### src/design/kmp_pkg.sv
// Shared types and constants for the streaming KMP matcher.
// Used by kmp_ram users, kmp_ctrl, kmp_datapath and kmp_stream_matcher_core.
package kmp_pkg;

	localparam int MAX_PATTERN = 64;
	localparam int IDX_W       = $clog2(MAX_PATTERN);
	localparam int LEN_W       = $clog2(MAX_PATTERN + 1);
	localparam int SYM_W       = 8;
	localparam int CNT_W       = 32;
	localparam int OUT_LEN_W   = 7;
	localparam int IN_DATA_W   = 8;
	localparam int OUT_DATA_W  = 72;

	typedef enum logic [1:0] {
		OP_LOAD  = 2'd0,
		OP_TEXT  = 2'd1,
		OP_CLEAR = 2'd2,
		OP_NONE  = 2'd3
	} op_t;

	typedef enum logic [7:0] {
		S_IDLE   = 8'b0000_0001,
		S_RD     = 8'b0000_0010,
		S_CMP    = 8'b0000_0100,
		S_LD_FIN = 8'b0000_1000,
		S_TX_END = 8'b0001_0000,
		S_TX_FRD = 8'b0010_0000,
		S_TX_FWB = 8'b0100_0000,
		S_DONE   = 8'b1000_0000
	} state_t;

	typedef struct packed {
		logic accept;
		logic rd;
		logic fail_last;
		logic cmp;
		logic ld_fin;
		logic tx_end;
		logic fall_wb;
		logic emit;
	} cmd_t;

	typedef struct packed {
		logic plen_zero;
		logic plen_full;
		logic cont;
		logic hit;
		logic op_load;
		logic out_busy;
	} status_t;

endpackage

### src/design/kmp_ram.sv
// Generic single-write, single-read RAM with registered read data.
// Depends on nothing.
module kmp_ram #(
	parameter int WIDTH = 8,
	parameter int DEPTH = 64
) (
	input  logic                     clk,
	input  logic                     we,
	input  logic [$clog2(DEPTH)-1:0] waddr,
	input  logic [WIDTH-1:0]         wdata,
	input  logic                     re,
	input  logic [$clog2(DEPTH)-1:0] raddr,
	output logic [WIDTH-1:0]         rdata
);

	logic [WIDTH-1:0] mem_q [DEPTH];

	always_ff @(posedge clk) begin
		if (we) begin
			mem_q[waddr] <= wdata;
		end
		if (re) begin
			rdata <= mem_q[raddr];
		end
	end

endmodule

### src/design/kmp_ctrl.sv
// Controller state machine of the KMP matcher: sequences load, text and clear items.
// Depends on kmp_pkg; drives the datapath through kmp_pkg::cmd_t.
module kmp_ctrl (
	input  logic              clk,
	input  logic              arst_n,
	input  logic              in_valid,
	input  kmp_pkg::op_t      in_op,
	input  kmp_pkg::status_t  st,
	output logic              in_ready,
	output kmp_pkg::cmd_t     cmd
);

	kmp_pkg::state_t state_q, state_d;

	always_ff @(posedge clk or negedge arst_n) begin
		if (!arst_n) begin
			state_q <= kmp_pkg::S_IDLE;
		end else begin
			state_q <= state_d;
		end
	end

	assign in_ready = (state_q == kmp_pkg::S_IDLE);

	always_comb begin
		state_d = state_q;
		cmd     = '0;
		case (state_q)
			kmp_pkg::S_IDLE: begin
				if (in_valid) begin
					cmd.accept = 1'b1;
					case (in_op)
						kmp_pkg::OP_LOAD: begin
							if (st.plen_full) begin
								state_d = kmp_pkg::S_DONE;
							end else if (st.plen_zero) begin
								state_d = kmp_pkg::S_LD_FIN;
							end else begin
								state_d = kmp_pkg::S_RD;
							end
						end
						kmp_pkg::OP_TEXT: begin
							state_d = st.plen_zero ? kmp_pkg::S_DONE : kmp_pkg::S_RD;
						end
						default: state_d = kmp_pkg::S_DONE;
					endcase
				end
			end
			kmp_pkg::S_RD: begin
				cmd.rd  = 1'b1;
				state_d = kmp_pkg::S_CMP;
			end
			kmp_pkg::S_CMP: begin
				cmd.cmp = 1'b1;
				if (st.cont) begin
					state_d = kmp_pkg::S_RD;
				end else if (st.op_load) begin
					state_d = kmp_pkg::S_LD_FIN;
				end else begin
					state_d = kmp_pkg::S_TX_END;
				end
			end
			kmp_pkg::S_LD_FIN: begin
				cmd.ld_fin = 1'b1;
				state_d    = kmp_pkg::S_DONE;
			end
			kmp_pkg::S_TX_END: begin
				cmd.tx_end = 1'b1;
				state_d    = st.hit ? kmp_pkg::S_TX_FRD : kmp_pkg::S_DONE;
			end
			kmp_pkg::S_TX_FRD: begin
				cmd.rd        = 1'b1;
				cmd.fail_last = 1'b1;
				state_d       = kmp_pkg::S_TX_FWB;
			end
			kmp_pkg::S_TX_FWB: begin
				cmd.fall_wb = 1'b1;
				state_d     = kmp_pkg::S_DONE;
			end
			kmp_pkg::S_DONE: begin
				if (!st.out_busy) begin
					cmd.emit = 1'b1;
					state_d  = kmp_pkg::S_IDLE;
				end
			end
			default: state_d = kmp_pkg::S_IDLE;
		endcase
	end

endmodule

### src/design/kmp_datapath.sv
// Datapath of the KMP matcher: pattern and failure RAMs, counters, output register.
// Depends on kmp_pkg and kmp_ram; commanded by kmp_ctrl.
module kmp_datapath (
	input  logic                            clk,
	input  logic                            arst_n,
	input  kmp_pkg::cmd_t                   cmd,
	input  kmp_pkg::op_t                    in_op,
	input  logic [kmp_pkg::SYM_W-1:0]       in_sym,
	input  logic                            out_ready,
	output kmp_pkg::status_t                st,
	output logic                            out_valid,
	output logic                            out_found,
	output logic [kmp_pkg::OUT_DATA_W-1:0]  out_data
);

	logic [kmp_pkg::LEN_W-1:0] plen_q, bp_q, matched_q, j_q;
	logic [kmp_pkg::CNT_W-1:0] pos_q, count_q, start_q;
	logic [kmp_pkg::SYM_W-1:0] sym_q;
	kmp_pkg::op_t              op_q;
	logic                      hit_q;
	logic                      out_valid_q;

	logic                      pat_we, fail_we;
	logic [kmp_pkg::IDX_W-1:0] pat_raddr, fail_raddr;
	logic [kmp_pkg::SYM_W-1:0] pat_rd;
	logic [kmp_pkg::IDX_W-1:0] fail_rd;
	logic [kmp_pkg::LEN_W-1:0] fail_rd_ext, plen_m1, j_m1;
	logic                      eq;
	logic [kmp_pkg::CNT_W-1:0] plen_wide;

	assign plen_m1     = plen_q - kmp_pkg::LEN_W'(1);
	assign j_m1        = j_q - kmp_pkg::LEN_W'(1);
	assign pat_raddr   = j_q[kmp_pkg::IDX_W-1:0];
	assign fail_raddr  = cmd.fail_last ? plen_m1[kmp_pkg::IDX_W-1:0] : j_m1[kmp_pkg::IDX_W-1:0];
	assign fail_rd_ext = kmp_pkg::LEN_W'(fail_rd);
	assign pat_we      = cmd.accept && (in_op == kmp_pkg::OP_LOAD) && !st.plen_full;
	assign fail_we     = cmd.ld_fin;
	assign eq          = (pat_rd == sym_q);
	assign plen_wide   = kmp_pkg::CNT_W'(plen_q);

	kmp_ram #(
		.WIDTH(kmp_pkg::SYM_W),
		.DEPTH(kmp_pkg::MAX_PATTERN)
	) u_pat_ram (
		.clk  (clk),
		.we   (pat_we),
		.waddr(plen_q[kmp_pkg::IDX_W-1:0]),
		.wdata(in_sym),
		.re   (cmd.rd),
		.raddr(pat_raddr),
		.rdata(pat_rd)
	);

	kmp_ram #(
		.WIDTH(kmp_pkg::IDX_W),
		.DEPTH(kmp_pkg::MAX_PATTERN)
	) u_fail_ram (
		.clk  (clk),
		.we   (fail_we),
		.waddr(plen_q[kmp_pkg::IDX_W-1:0]),
		.wdata(j_q[kmp_pkg::IDX_W-1:0]),
		.re   (cmd.rd),
		.raddr(fail_raddr),
		.rdata(fail_rd)
	);

	always_comb begin
		st.plen_zero = (plen_q == '0);
		st.plen_full = (plen_q >= kmp_pkg::LEN_W'(kmp_pkg::MAX_PATTERN));
		st.cont      = (j_q != '0) && !eq;
		st.hit       = (j_q == plen_q);
		st.op_load   = (op_q == kmp_pkg::OP_LOAD);
		st.out_busy  = out_valid_q && !out_ready;
	end

	// Counters and match progress.
	always_ff @(posedge clk or negedge arst_n) begin
		if (!arst_n) begin
			plen_q    <= '0;
			bp_q      <= '0;
			matched_q <= '0;
			pos_q     <= '0;
			count_q   <= '0;
		end else begin
			if (cmd.accept) begin
				case (in_op)
					kmp_pkg::OP_TEXT: pos_q <= pos_q + kmp_pkg::CNT_W'(1);
					kmp_pkg::OP_CLEAR: begin
						plen_q    <= '0;
						bp_q      <= '0;
						matched_q <= '0;
						pos_q     <= '0;
						count_q   <= '0;
					end
					default: ;
				endcase
			end
			if (cmd.ld_fin) begin
				bp_q      <= j_q;
				plen_q    <= plen_q + kmp_pkg::LEN_W'(1);
				matched_q <= '0;
			end
			if (cmd.tx_end) begin
				if (st.hit) begin
					if (count_q != '1) begin
						count_q <= count_q + kmp_pkg::CNT_W'(1);
					end
				end else begin
					matched_q <= j_q;
				end
			end
			if (cmd.fall_wb) begin
				matched_q <= fail_rd_ext;
			end
		end
	end

	// Per-item working registers.
	always_ff @(posedge clk) begin
		if (cmd.accept) begin
			op_q  <= in_op;
			sym_q <= in_sym;
			hit_q <= 1'b0;
			if (in_op == kmp_pkg::OP_LOAD) begin
				j_q <= st.plen_zero ? '0 : bp_q;
			end else begin
				j_q <= (matched_q >= plen_q) ? '0 : matched_q;
			end
		end
		if (cmd.cmp) begin
			if (st.cont) begin
				j_q <= fail_rd_ext;
			end else if (eq) begin
				j_q <= j_q + kmp_pkg::LEN_W'(1);
			end
		end
		if (cmd.tx_end && st.hit) begin
			hit_q   <= 1'b1;
			start_q <= pos_q - plen_wide;
		end
	end

	// Output register; the next item may start while a result waits here.
	always_ff @(posedge clk or negedge arst_n) begin
		if (!arst_n) begin
			out_valid_q <= 1'b0;
		end else if (cmd.emit) begin
			out_valid_q <= 1'b1;
		end else if (out_ready) begin
			out_valid_q <= 1'b0;
		end
	end

	always_ff @(posedge clk) begin
		if (cmd.emit) begin
			out_found <= hit_q;
			out_data  <= {1'b0, plen_wide[kmp_pkg::OUT_LEN_W-1:0], count_q,
				hit_q ? start_q : '0};
		end
	end

	assign out_valid = out_valid_q;

endmodule

### src/design/kmp_stream_matcher_core.sv
// Top level of the streaming KMP matcher: stream ports, controller and datapath.
// Depends on kmp_pkg, kmp_ctrl, kmp_datapath (and kmp_ram below it).
//
//  channel | direction | tuser                  | tdata (lowest bit up)
//  s_*     | in        | [1:0] op               | [7:0] symbol
//  m_*     | out       | [0] found              | [31:0] match_start, [63:32] match_total,
//          |           |                        | [70:64] loaded_length, [71] zero
//
// One item is worked on at a time. Clear, ignored and empty-pattern text items and loads
// into a full pattern go from S_IDLE to S_DONE, the first load via S_LD_FIN, and any other
// load or text byte via S_RD and S_CMP, again per failure-chain step, then S_LD_FIN or
// S_TX_END (with S_TX_FRD and S_TX_FWB on a match) to S_DONE. Each step is one read of the
// pattern and failure RAMs followed by one compare. Reset clears the counters and the
// pattern length; the RAMs need no clearing. S_DONE repeats while the previous result still
// waits on m_tready; a waiting result does not hold back the acceptance of the next item.
module kmp_stream_matcher_core (
	input  logic                            clk,
	input  logic                            arst_n,
	input  logic                            s_tvalid,
	output logic                            s_tready,
	input  logic [kmp_pkg::IN_DATA_W-1:0]   s_tdata,   // [7:0] symbol
	input  logic [1:0]                      s_tuser,   // [1:0] op
	output logic                            m_tvalid,
	input  logic                            m_tready,
	output logic [kmp_pkg::OUT_DATA_W-1:0]  m_tdata,   // match_start, match_total, loaded_length
	output logic                            m_tuser    // [0] found
);

	kmp_pkg::cmd_t    cmd;
	kmp_pkg::status_t st;
	kmp_pkg::op_t     in_op;

	assign in_op = kmp_pkg::op_t'(s_tuser);

	kmp_ctrl u_ctrl (
		.clk     (clk),
		.arst_n  (arst_n),
		.in_valid(s_tvalid),
		.in_op   (in_op),
		.st      (st),
		.in_ready(s_tready),
		.cmd     (cmd)
	);

	kmp_datapath u_dp (
		.clk      (clk),
		.arst_n   (arst_n),
		.cmd      (cmd),
		.in_op    (in_op),
		.in_sym   (s_tdata[kmp_pkg::SYM_W-1:0]),
		.out_ready(m_tready),
		.st       (st),
		.out_valid(m_tvalid),
		.out_found(m_tuser),
		.out_data (m_tdata)
	);

	// After an item is taken, the input is not ready again in the next cycle.
	a_busy_after_accept: assert property (@(posedge clk) disable iff (!arst_n)
		s_tvalid && s_tready |=> !s_tready)
		else $error("input taken again right after an accept");

	// A reported match implies a nonzero match total.
	a_found_total: assert property (@(posedge clk) disable iff (!arst_n)
		m_tvalid && m_tuser |-> m_tdata[63:32] != 32'd0)
		else $error("match reported with zero total");

	// A reported match implies a loaded pattern.
	a_found_loaded: assert property (@(posedge clk) disable iff (!arst_n)
		m_tvalid && m_tuser |-> m_tdata[70:64] != 7'd0)
		else $error("match reported with empty pattern");

	// A result is only produced when no earlier result is still waiting on m_tready.
	a_emit_needs_room: assert property (@(posedge clk) disable iff (!arst_n)
		cmd.emit |-> !(m_tvalid && !m_tready))
		else $error("result overwrote a waiting result");

endmodule

### config.mk
export PLATFORM = sky130hd
export DESIGN_NAME = kmp_stream_matcher_core
export DESIGN_NICKNAME = d
export VERILOG_FILES = /design/src/design/kmp_pkg.sv /design/src/design/kmp_ram.sv /design/src/design/kmp_ctrl.sv /design/src/design/kmp_datapath.sv /design/src/design/kmp_stream_matcher_core.sv
export SDC_FILE = /design/constraint.sdc
export NUM_CORES = 1
export LEC_CHECK = 0
export BUFFER_PORTS_ARGS = -buffer_cell sky130_fd_sc_hd__buf_2
export CAP_MARGIN = 20
export CELL_PAD_IN_SITES_DETAIL_PLACEMENT = 0
export CELL_PAD_IN_SITES_GLOBAL_PLACEMENT = 1
export CORE_MARGIN = 2
export CORE_UTILIZATION = 40
export CTS_CLUSTER_DIAMETER = 200
export DETAILED_ROUTE_END_ITERATION = 10
export GPL_TIMING_DRIVEN = 0
export PLACE_DENSITY_LB_ADDON = 0.1
export SYNTH_ARGS = -nofsm -noshare
export SYNTH_HDL_FRONTEND = slang
export SYNTH_SLANG_ARGS = --single-unit
export TNS_END_PERCENT = 5
### constraint.sdc
create_clock -name clk -period 6.55 [get_ports clk]
set_input_delay 0.655 -clock clk [delete_from_list [all_inputs] [get_ports clk]]
set_output_delay 0.655 -clock clk [all_outputs]
set_load 0.02 [all_outputs]
==> qor.csv <==
metric,value,unit
Async SR Flop Fraction,8.35,%
CP required,7020,ps
ranking of synthesized cells by area,"edfxtp_1, mux4_2, dfrtp_1",
DR iter-0 viols,2483,
total gr overflow,0,
Rel. slew slack,22.8,%
Initial Utilization,40.3,%
"critical path fanouts, max",10,
status,"finished, final reports clean",
endpoints failing setup,0,
Layout area overhead,14.3,%
Routed Antenna Nets,0,
WP buf/inv,6,
cell row count,124,
Clock Latency Late Sink,720,ps
clk sinks,1126,
hpwl dp,83.1,mm
Post-synth top flop,edfxtp_1,
Final Max Tran Viols,0,
router iterations before antenna repair,5,
Final #Nets,2958,
worst hold slack,179,ps
worst hold-check path type,input pin to register,
worst-path cell chain,nor4_4 -> a21oi_2 -> nor2_4 -> clkinv_4 -> buf_12 -> buf_12 -> ha_1 -> clkbuf_1 -> clkbuf_1 -> clkbuf_1 -> mux2i_1 -> a221o_1 -> o41ai_1 -> o22ai_1 -> nor4_2,
crit end category,register,
Power Density,442,mW/mm^2
gp weighted congestion,0.835,
"EDFF count, synth",1024,
synthesized area,0.0460,sq mm
VDD IR-drop max,0.224,mV
Mean Syn Cell Area,17.1,sq um
share of cells above drive strength 1,19.1,%
GRT Total Usage,20.9,%
cts bufs inserted,118,
delay of the slowest critical-path stage,870,ps
antenna violations before repair,0,
slowest library cell on the worst path,clkbuf_1,
Synth cell types,92,
htree depth,3,
Worst path most repeated cell,clkbuf_1,
fin crit period,6320,ps
CP top delay family,buffers and inverters,
drt wl/cell,27.2,microns
clock root cell,clkbuf_16,
worst path arrival time,6790,ps
Setup crit start kind,register,
routed wire length,123,mm
RSZ-0062 raised after global routing,false,
vias in the first global route,25800,
"Net Count, Synth",2729,
Ys Warns,0,
"FF+latch count, synth",1126,
final core utilization,46.1,%
CTS tree,done,
die area,0.118,sq mm
post-synthesis sequential area ratio,72.3,%
Buffers on Ports,87,
Die X,343,microns
core area,0.114,sq mm
largest net degree at the start of global routing,66,
vias per cell,5.70,
total power,23300,uW
Max Clock Skew,22.6,ps
Synth area leader,edfxtp_1,
Slew @ Worst Pin,1150,ps
die height,343,microns
Hold Fails Final Rpt,0,
fmax,158,MHz
residual DRC count,0,
global-route wire length before repair,179,mm
final period utilization,96.5,%
post-synth top area share,66.8,%
"Clk pin slew, worst setup/hold paths",60,ps
final setup margin,230,ps
maximum clock insertion buffer count,3,
I/O pin total,89,
Vias,25800,
"Worst Path Class, Setup",register to register,
synthesized instance count,2690,
post-place setup slack,-1180,ps
Static Leak,0.0172,uW
Max Cap Viol,0,
[worst reg2reg max path: stages (launching register included)]
cell and delay (ps):
dfrtp_1 470, nor4_4 630, a21oi_2 280, nor2_4 340, clkinv_4 220, buf_12 210, buf_12 150, ha_1 270
clkbuf_1 290, clkbuf_1 510, clkbuf_1 870, mux2i_1 180, a221o_1 330, o41ai_1 530, o22ai_1 350, nor4_2 460
[cell families (layout without fill, tap and decap cells)]
logic type               after synthesis  count (layout)  share of synthesized area [%]
adder cells (fa/ha/maj)               25              25                          0.696
AO/OA/AOI/OAI                        326             326                           4.84
multiplexers                         251             251                           11.2
other                                  1               3                        0.00815
AND/OR/NAND/NOR                      691             691                           7.59
XOR/XNOR                              80              80                           1.52
flip-flops                          1126            1126                           72.3
buffers and inverters                190             521                           1.85
[flip-flops by register name (all words and copies together), names as in the netlist, 2 cells and up]
register and count:
u_dp.u_pat_ram.rdata 8, u_dp.op_q 2, u_dp.start_q 32, u_dp.j_q 7
u_dp.count_q 32, u_dp.u_fail_ram.rdata 6, u_dp.u_fail_ram.mem_q 384, u_dp.sym_q 8
u_dp.bp_q 7, u_dp.matched_q 7, u_dp.out_data 71, u_ctrl.state_q 8
u_dp.u_pat_ram.mem_q 512, u_dp.plen_q 7, u_dp.pos_q 32
[path summary, 6_finish.rpt]
kind,start,slack [ps],to,cells past startpoint
worst min register to register,u_dp.plen_q[5]$_DFFE_PN0P_,440,u_dp.out_data[69]$_DFFE_PP_,0
max in group asynchronous,arst_n,5260,u_ctrl.state_q[0]$_DFFE_PN1P_,3
worst max register to register,u_ctrl.state_q[3]$_DFFE_PN0P_,230,u_dp.u_fail_ram.rdata[3]$_DFFE_PP_,15
min in group asynchronous,arst_n,530,u_dp.pos_q[28]$_DFFE_PN0P_,2
worst min-delay path,s_tuser[1],180,u_dp.op_q[1]$_DFFE_PN_,1
worst max-delay path,u_ctrl.state_q[3]$_DFFE_PN0P_,230,u_dp.u_fail_ram.rdata[3]$_DFFE_PP_,15
[power breakdown]
group / switching [uW] / internal (uW) / total [uW]
clock network: 2820 / 3670 / 6490
registers: 393 / 8570 / 8960
logic: 4860 / 2950 / 7810
total: 8070 / 15200 / 23300
[metal layers]
layer,wire length [microns],track usage (%),vias up
li1,-,-,11200
met2,56300,31.9,838
met1,57200,31.6,13600
met3,6840,2.77,176
met5,0,0,-
met4,2790,5.82,0
[synthesized netlist by cell type, drive strengths merged, types with 7 or more instances]
| master | count |
|---|---|
| mux2i | 37 |
| inv | 36 |
| nand4 | 28 |
| a221o | 11 |
| o22ai | 74 |
| and2 | 40 |
| nor2 | 240 |
| o41ai | 13 |
| o221ai | 15 |
| mux4 | 210 |
| nor3 | 59 |
| o21ai | 58 |
| nand3 | 60 |
| dfrtp | 93 |
| nor2b | 17 |
| xor2 | 29 |
| edfxtp | 1024 |
| buf | 45 |
| ha | 24 |
| nor4 | 29 |
| or3 | 24 |
| nor4b | 9 |
| a21oi | 51 |
| dfxtp | 8 |
| a22oi | 7 |
| xnor2 | 51 |
| nor3b | 11 |
| o211ai | 20 |
| clkbuf | 103 |
| nand2 | 131 |
| o31ai | 11 |
[layout by cell type (no fill, tap or decap), types with 19 or more instances in the layout]
master and n:
a21oi_1 49, dfrtp_1 93, nand3_1 60, nand4_1 28
clkbuf_16 120, mux4_2 204, xnor2_1 51, or3_1 24
o21ai_0 57, nor4_1 19, buf_2 113, ha_1 24
clkinv_1 23, clkbuf_1 127, nand2_1 130, o22ai_1 74
and2_1 40, mux2i_1 37, nor2_1 238, nor3_1 55
edfxtp_1 1024, inv_1 34, clkinv_2 25, xor2_1 29
[repair_timing]
action | 4_1_cts | 5_1_grt
endpoints found under the setup margin | 6 | 2
hold buffers | 1 | 0
resized for setup | 3 | 2
buffers inserted | 1 | 0
hold endpoints to repair | 26 | 0
[cell type report]
class,instances,area [sq um]
Fill cell,9968,61600
Sequential cell,1126,33300
Multi-Input combinational cell,1374,11900
Clock buffer,152,3180
Tap cell,1512,1890
Timing Repair Buffer,110,888
Buffer,147,696
Clock inverter,70,584
Inverter,42,163
Antenna cell,2,5.00
[through the flow]
stage          std cells  TNS [ps]  instance area [sq um]
6_report            4535         0                  52600
5_1_grt             4533         0                  52600
4_1_cts             4531         0                  52600
3_5_place_dp        4308     -5820                  48800
3_3_place_gp        4289    -13800                  48400
2_1_floorplan       2690         0                  46000
No activity file was read; power rests on OpenSTA's default activity.
